===== src/rtl/abst_pkg.sv =====
// Shared types and constants for the array binary search tree.
`default_nettype none

package abst_pkg;

   localparam int KEY_W   = 32;
   localparam int LEVEL_W = 4;

   typedef enum logic [1:0] {
      ST_CLEAR,
      ST_IDLE,
      ST_WALK,
      ST_DONE
   } state_type;

   typedef enum logic {
      MODE_INSERT = 1'b0,
      MODE_SEARCH = 1'b1
   } mode_type;

   typedef struct packed {
      logic clear;
      logic start;
      logic step;
      logic deliver;
   } cmd_type;

   typedef struct packed {
      logic clear_last;
      logic walk_stop;
      logic rsp_free;
   } status_type;

endpackage

`default_nettype wire


===== src/rtl/abst_ctrl.sv =====
// Controller state machine: clearing pass, request accept, tree walk, response hand-off.
`default_nettype none

module abst_ctrl (
   input  wire logic                 clock,
   input  wire logic                 reset,
   input  wire logic                 req_valid,
   output logic                      req_ready,
   input  wire abst_pkg::status_type status,
   output abst_pkg::cmd_type         cmd
);

   abst_pkg::state_type state_ff, state_in;

   always_ff @(posedge clock) begin
      if (reset) begin
         state_ff <= abst_pkg::ST_CLEAR;
      end else begin
         state_ff <= state_in;
      end
   end

   always_comb begin
      state_in  = state_ff;
      cmd       = '0;
      req_ready = 1'b0;
      case (state_ff)
         abst_pkg::ST_CLEAR: begin
            cmd.clear = 1'b1;
            if (status.clear_last) begin
               state_in = abst_pkg::ST_IDLE;
            end
         end
         abst_pkg::ST_IDLE: begin
            req_ready = 1'b1;
            if (req_valid) begin
               cmd.start = 1'b1;
               state_in  = abst_pkg::ST_WALK;
            end
         end
         abst_pkg::ST_WALK: begin
            cmd.step = 1'b1;
            if (status.walk_stop) begin
               state_in = abst_pkg::ST_DONE;
            end
         end
         abst_pkg::ST_DONE: begin
            if (status.rsp_free) begin
               cmd.deliver = 1'b1;
               state_in    = abst_pkg::ST_IDLE;
            end
         end
         default: begin
            state_in = abst_pkg::ST_CLEAR;
         end
      endcase
   end

endmodule

`default_nettype wire


===== config.mk =====
export PLATFORM = sky130hd
export DESIGN_NAME = abst_ctrl
export DESIGN_NICKNAME = d
export VERILOG_FILES = /design/src/rtl/abst_pkg.sv /design/src/rtl/abst_ctrl.sv
export SDC_FILE = /design/constraint.sdc
export NUM_CORES = 1
export LEC_CHECK = 0
export BUFFER_PORTS_ARGS = -buffer_cell sky130_fd_sc_hd__buf_2
export CAP_MARGIN = 0
export CORE_AREA = 2 2 39 41
export DETAILED_ROUTE_END_ITERATION = 8
export DIE_AREA = 0 0 41 43
export GPL_TIMING_DRIVEN = 0
export PLACE_DENSITY_LB_ADDON = 0.12
export SETUP_SLACK_MARGIN = 0.4
export SLEW_MARGIN = 0
export SYNTH_ARGS = -nofsm -noshare
export SYNTH_HDL_FRONTEND = slang
export SYNTH_SLANG_ARGS = --single-unit

===== constraint.sdc =====
create_clock -name clock -period 1.7 [get_ports clock]
set_clock_uncertainty 0.2 [all_clocks]
set_input_delay 0.34 -clock clock [delete_from_list [all_inputs] [get_ports clock]]
set_output_delay 0.34 -clock clock [all_outputs]
set_load 0.005 [all_outputs]

==> results of run 1 <==
==> what timing repair did <==
item,in CTS,in global routing
endpoints found under the setup margin,7,7
gates resized for setup,9,5
buffers inserted,6,2
pin swaps,1,0
==> logic make-up (layout without fill, tap and decap cells) <==
family	Yosys count	in the layout
flops	2	2
buf+inv	3	24
mux	2	2
fa+ha+maj	5	5
compound gates	1	1
simple gates	9	9
==> synth_stat cells, drive strengths merged <==
| cell | count |
|---|---|
| and2 | 2 |
| mux2 | 1 |
| nor2 | 2 |
| inv | 3 |
| dfxtp | 2 |
| nand2b | 2 |
| mux2i | 1 |
| ha | 5 |
| nor2b | 3 |
| a2111oi | 1 |
==> critical path, stage by stage (launching register included) <==
cell,delay (ns)
dfxtp_4,0.36
inv_4,0.05
ha_4,0.15
nor2b_4,0.12
a2111oi_4,0.36
mux2_4,0.33
==> stage by stage <==
step	instance area, µm²	utilization
2_1_floorplan	248	-
3_3_place_gp	318	0.230
3_5_place_dp	318	0.230
4_1_cts	417	0.301
5_1_grt	454	0.328
6_report	454	0.328
==> how the worst max path moves through the flow <==
stage	end	start	slack (ns)	cells after the start
6_report	state_ff[0]	state_ff[0]	0.01	5
3_3_place_gp	state_ff[0]	state_ff[1]	-0.04	5
4_1_cts	state_ff[0]	state_ff[1]	0.009	5
5_1_grt	state_ff[0]	state_ff[1]	-0.05	5
3_5_place_dp	state_ff[0]	state_ff[1]	-0.05	5
2_1_floorplan	state_ff[0]	state_ff[1]	0.03	5
==> layer usage <==
layer	vias to the layer above	routed length (µm)
li1	114	-
met1	99	204
met2	6	257
met3	0	34
met4	0	0
met5	-	0
==> final cells by class <==
class,count,area (µm²),area share
clock buffers,3,22.5,0.0496
inverters,3,16.3,0.0358
multi-input cells,17,211,0.466
flip-flops and latches,2,47.5,0.105
well taps,16,20.0,0.0441
repair buffers,18,136,0.300
==> where the power goes <==
group	switching [µW]	leakage (µW)	internal, µW
sequential	31.6	0.0000178	84.6
clock	24.5	0.0000138	77.7
combinational	198	0.000189	397
==> impl_metrics.tcl, run 1 <==
set metrics [dict create \
    period_share 0.992 \
    fillers 151 \
    dp.final_hpwl_um 360 \
    p_leak_uw 0.000221 \
    cp-start-kind "flip-flop" \
    use_met3 0.0314 \
    max_cap_violations 0 \
    remaining_drc_errors 0 \
    syn_area_um2 225 \
    yosys.area_share.simple 0.261 \
    setup_viol 0 \
    yosys.area_share.xor_xnor 0 \
    avgSynthCellArea_um2 10.2 \
    status "finished, final reports clean" \
    largest_reg_flops 2 \
    rr_worst_depth 5 \
    path_clk_slew_ns 0.03 \
    synthMuxAreaShare 0.111 \
    routed_wl_um 496 \
    synth_top_family_by_area "adder cells" \
    grt_max_degree 5 \
    use_met2 0.0938 \
    total_power_uw 814 \
    timing.slew.headroom 0.793 \
    max_freq_mhz 593 \
    h-tree-depth 1 \
    grt-busiest-layer "met2" \
    yosys.area.top_type "ha_1" \
    critPathRequiredTime_ns 1.60 \
    numCtsBuffers 3 \
    synth_adder_area_share 0.278 \
    dp_slack_ns -0.0464 \
    fin_nets 56 \
    io_pins 11 \
    clk_path_buf_depth 2 \
    dp.cells 48 \
    cp_max_fo 3 \
    r2r_start "state_ff[0]" \
    io_buffers 10 \
    clk_latency_ns 0.22 \
    wl_per_cell_um 8.41 \
    first_global_vias 208 \
    mostFrequentLayoutCell "buf_2" \
    dieArea_mm2 0.00176 \
    clkSinkCount 2 \
    hold_violations 0 \
    place.gp.congestion 0.683 \
    critical_path_class "flip-flop to flip-flop" \
    cellPowerDensity_mw_per_mm2 1790 \
    min_path_type "primary input to flip-flop" \
    post-route-min-period_ns 1.69 \
    yosysTopAreaCellShare 0.278 \
    netlist_instances 22 \
    n_antenna_cell 0 \
    synth_warnings 0 \
    stdcell_count 59 \
    synth.net_count 33 \
    die_h_um 43 \
    start_util 0.163 \
    tightest_slew_ns 0.311 \
    mostFrequentLayoutCells "7 x buf_2, 6 x buf_4, 5 x buf_6, 3 x clkbuf_4" \
    r2r_slack_ns 0.01 \
    setup_tns_ns 0 \
    cts_root_buf "clkbuf_4" \
    drtIter0Drc 0 \
    r2r-end "state_ff[0]" \
    synth_seq_area_share 0.178 \
    drtAntennaViolNets 0 \
    core_mm2 0.00138 \
    synth_compound_area_frac 0.122 \
    vias 219 \
    hold_slack_ns 0.223 \
    firstDrtPassIters 1 \
    overflow 0 \
    maxSlewViolCount 0 \
    hold_depth 3 \
    rows 14 \
    rsz0062_at_grt "yes" \
    ir_worst_vdd_mv 0.656 \
    grtUsageMet1 0.0796 \
    layout-drive-gt1-share 0.767 \
    worstHoldStart "reset" \
    cts_hold_buffers 0 \
    grt_pass1_wl_um 800 \
    synth.area.top_cells "ha_1 28%, dfxtp_1 18%, a2111oi_4 12%, mux2_4 6.7%, nor2b_4 6.1%" \
    die_x_um 41 \
    holdPathEnd "state_ff[1]" \
    viasPerCell 3.71 \
    regMostFlops "state_ff" \
    cts_tree "built" \
    end_kind "flip-flop" \
    synth_seq_cells 2 \
    worst_slack_ns 0.0140 \
    grtUsageTotal 0.0701 \
    synth.distinct_cells 11 \
    cp.arrival_ns 1.59 \
    syn_to_final_growth_pct 102 \
    largest_registers "state_ff x2" \
    antenna_found_initial 0 \
]
Note: power is estimated with default switching activity, not from simulation.
==> run 2: changes to the inputs <==
--- a/config.mk
+++ b/config.mk
@@ -11,9 +11,9 @@
 export DETAILED_ROUTE_END_ITERATION = 8
 export DIE_AREA = 0 0 41 43
 export GPL_TIMING_DRIVEN = 0
-export PLACE_DENSITY_LB_ADDON = 0.12
+export PLACE_DENSITY_LB_ADDON = 0.08
 export SETUP_SLACK_MARGIN = 0.4
-export SLEW_MARGIN = 0
+export SLEW_MARGIN = 20
 export SYNTH_ARGS = -nofsm -noshare
 export SYNTH_HDL_FRONTEND = slang
 export SYNTH_SLANG_ARGS = --single-unit
==> impl_metrics.tcl, run 2 (synthesis gave the netlist of run 1 again) <==
set metrics [dict create \
    core_mm2 0.00138 \
    mostFrequentLayoutCell "buf_2" \
    numCtsBuffers 3 \
    worst_slack_ns -0.0224 \
    r2r_start "state_ff[0]" \
    dieArea_mm2 0.00176 \
    n_antenna_cell 0 \
    max_freq_mhz 581 \
    clk_path_buf_depth 2 \
    slowest_stage "dfxtp_4" \
    drtAntennaViolNets 0 \
    grtUsageTotal 0.0691 \
    syn_to_final_growth_pct 97.2 \
    total_power_uw 758 \
    rsz0062_at_grt "yes" \
    path_common_cell "buf_6" \
    fin_util 0.321 \
    maxSlewViolCount 0 \
    remaining_drc_errors 0 \
    io_buffers 10 \
    largest_registers "state_ff x2" \
    largest_reg_flops 2 \
    cts_hold_buffers 0 \
    path_clk_slew_ns 0.03 \
    drtIter0Drc 0 \
    overflow 0 \
    violations "negative setup slack" \
    critPathCapture "cmd[2]" \
    setup_viol 2 \
    cts_tree "built" \
    rows 14 \
    critical_path_class "flip-flop to output port" \
    crit_start "state_ff[0]" \
    period_share 1.01 \
    grt_max_degree 5 \
    routed_wl_um 499 \
    start_util 0.163 \
    r2r_slack_ns -0.02 \
    tightest_slew_ns 0.328 \
    first_global_vias 202 \
    place.gp.congestion 0.666 \
    fin_nets 54 \
    p_leak_uw 0.000209 \
    viasPerCell 3.74 \
    critPathRequiredTime_ns 1.16 \
    cp_max_fo 4 \
    clk_latency_ns 0.22 \
    post-route-min-period_ns 1.72 \
    rr_worst_depth 5 \
    antenna_found_initial 0 \
    mostFrequentLayoutCells "8 x buf_2, 5 x buf_6, 3 x ha_4, 3 x clkbuf_4, 3 x buf_4" \
    r2r-end "state_ff[0]" \
    vias 213 \
    max_cap_violations 0 \
    cts_root_buf "clkbuf_4" \
    cp-start-kind "flip-flop" \
    timing.slew.headroom 0.781 \
    cp.depth 5 \
    layout-drive-gt1-share 0.732 \
    grt_pass1_wl_um 765 \
    h-tree-depth 1 \
    hold_violations 0 \
    path_cells "buf_6 -> ha_4 -> buf_6 -> and2_1 -> buf_2" \
    cellPowerDensity_mw_per_mm2 1710 \
    status "finished with violations" \
    end_kind "output port" \
    wl_per_cell_um 8.75 \
    cp_num_buf_inv 3 \
    slowest_delay_ns 0.35 \
    die_x_um 41 \
    dp.final_hpwl_um 385 \
    firstDrtPassIters 1 \
    cp.arrival_ns 1.18 \
    min_path_type "primary input to flip-flop" \
    regMostFlops "state_ff" \
    die_h_um 43 \
    io_pins 11 \
    ir_worst_vdd_mv 0.612 \
    critPathTopFamily "flip-flops" \
    clkSinkCount 2 \
]
==> run 2: cell types whose count changed in the layout (fill, tap and decap cells not counted), sizes merged <==
cell,change
buf,-2
==> run 2: worst reg2reg max path, cell delays in order (launching register included) <==
cell and delay, ns:
dfxtp_4 0.36, inv_4 0.05, ha_4 0.15, nor2b_4 0.12, a2111oi_4 0.38, mux2_4 0.33
==> run 2: layout make-up <==
class | instances | area (µm²)
Fill cell | 152 | 940
Multi-Input combinational cell | 17 | 219
Timing Repair Buffer | 16 | 119
Sequential cell | 2 | 47.5
Clock buffer | 3 | 22.5
Tap cell | 16 | 20.0
Inverter | 3 | 16.3
==> run 2: how the worst min path moves through the flow <==
stage | cells after the start | startpoint | endpoint
after floorplan | 2 | state_ff[1] | state_ff[1]
after global placement | 2 | state_ff[1] | state_ff[1]
after detailed placement | 2 | state_ff[1] | state_ff[1]
after CTS | 3 | reset | state_ff[1]
after global routing | 3 | reset | state_ff[1]
final | 3 | reset | state_ff[1]
==> run 2: per-stage QoR <==
| step | setup TNS, ns | cells | setup WS [ns] | hold slack, ns | area [µm²] |
|---|---|---|---|---|---|
| 2_1_floorplan | 0 | 22 | 0.0282 | 0.274 | 248 |
| 3_3_place_gp | -0.0483 | 48 | -0.0483 | 0.304 | 318 |
| 3_5_place_dp | -0.0636 | 48 | -0.0636 | 0.317 | 318 |
| 4_1_cts | -0.0418 | 55 | -0.0418 | 0.222 | 407 |
| 5_1_grt | -0.210 | 57 | -0.0805 | 0.238 | 444 |
| 6_report | -0.0399 | 57 | -0.0224 | 0.223 | 444 |
==> run 2: layer usage <==
metal  up-vias  routed length, µm  track usage  part of all wire
met3         0                 35       0.0314             0.070
met5         -                  0            0                 0
li1        109                  -            -                 -
met1        98                183       0.0669              0.37
met4         0                  0       0.0600                 0
met2         6                279        0.103              0.56
==> run 2: power by group <==
part | switching, µW | internal (µW)
Combinational | 189 | 343
Clock | 25.4 | 77.8
Sequential | 37.9 | 84.7
Total | 252 | 505
==> run 2: what timing repair did <==
item / in CTS / in global routing
resized for setup: 9 / 5
endpoints found under the setup margin: 7 / 7
hold endpoints to repair: 0 / 0
cloned: 0 / 0
pin swaps: 2 / 2
buffers inserted: 4 / 2
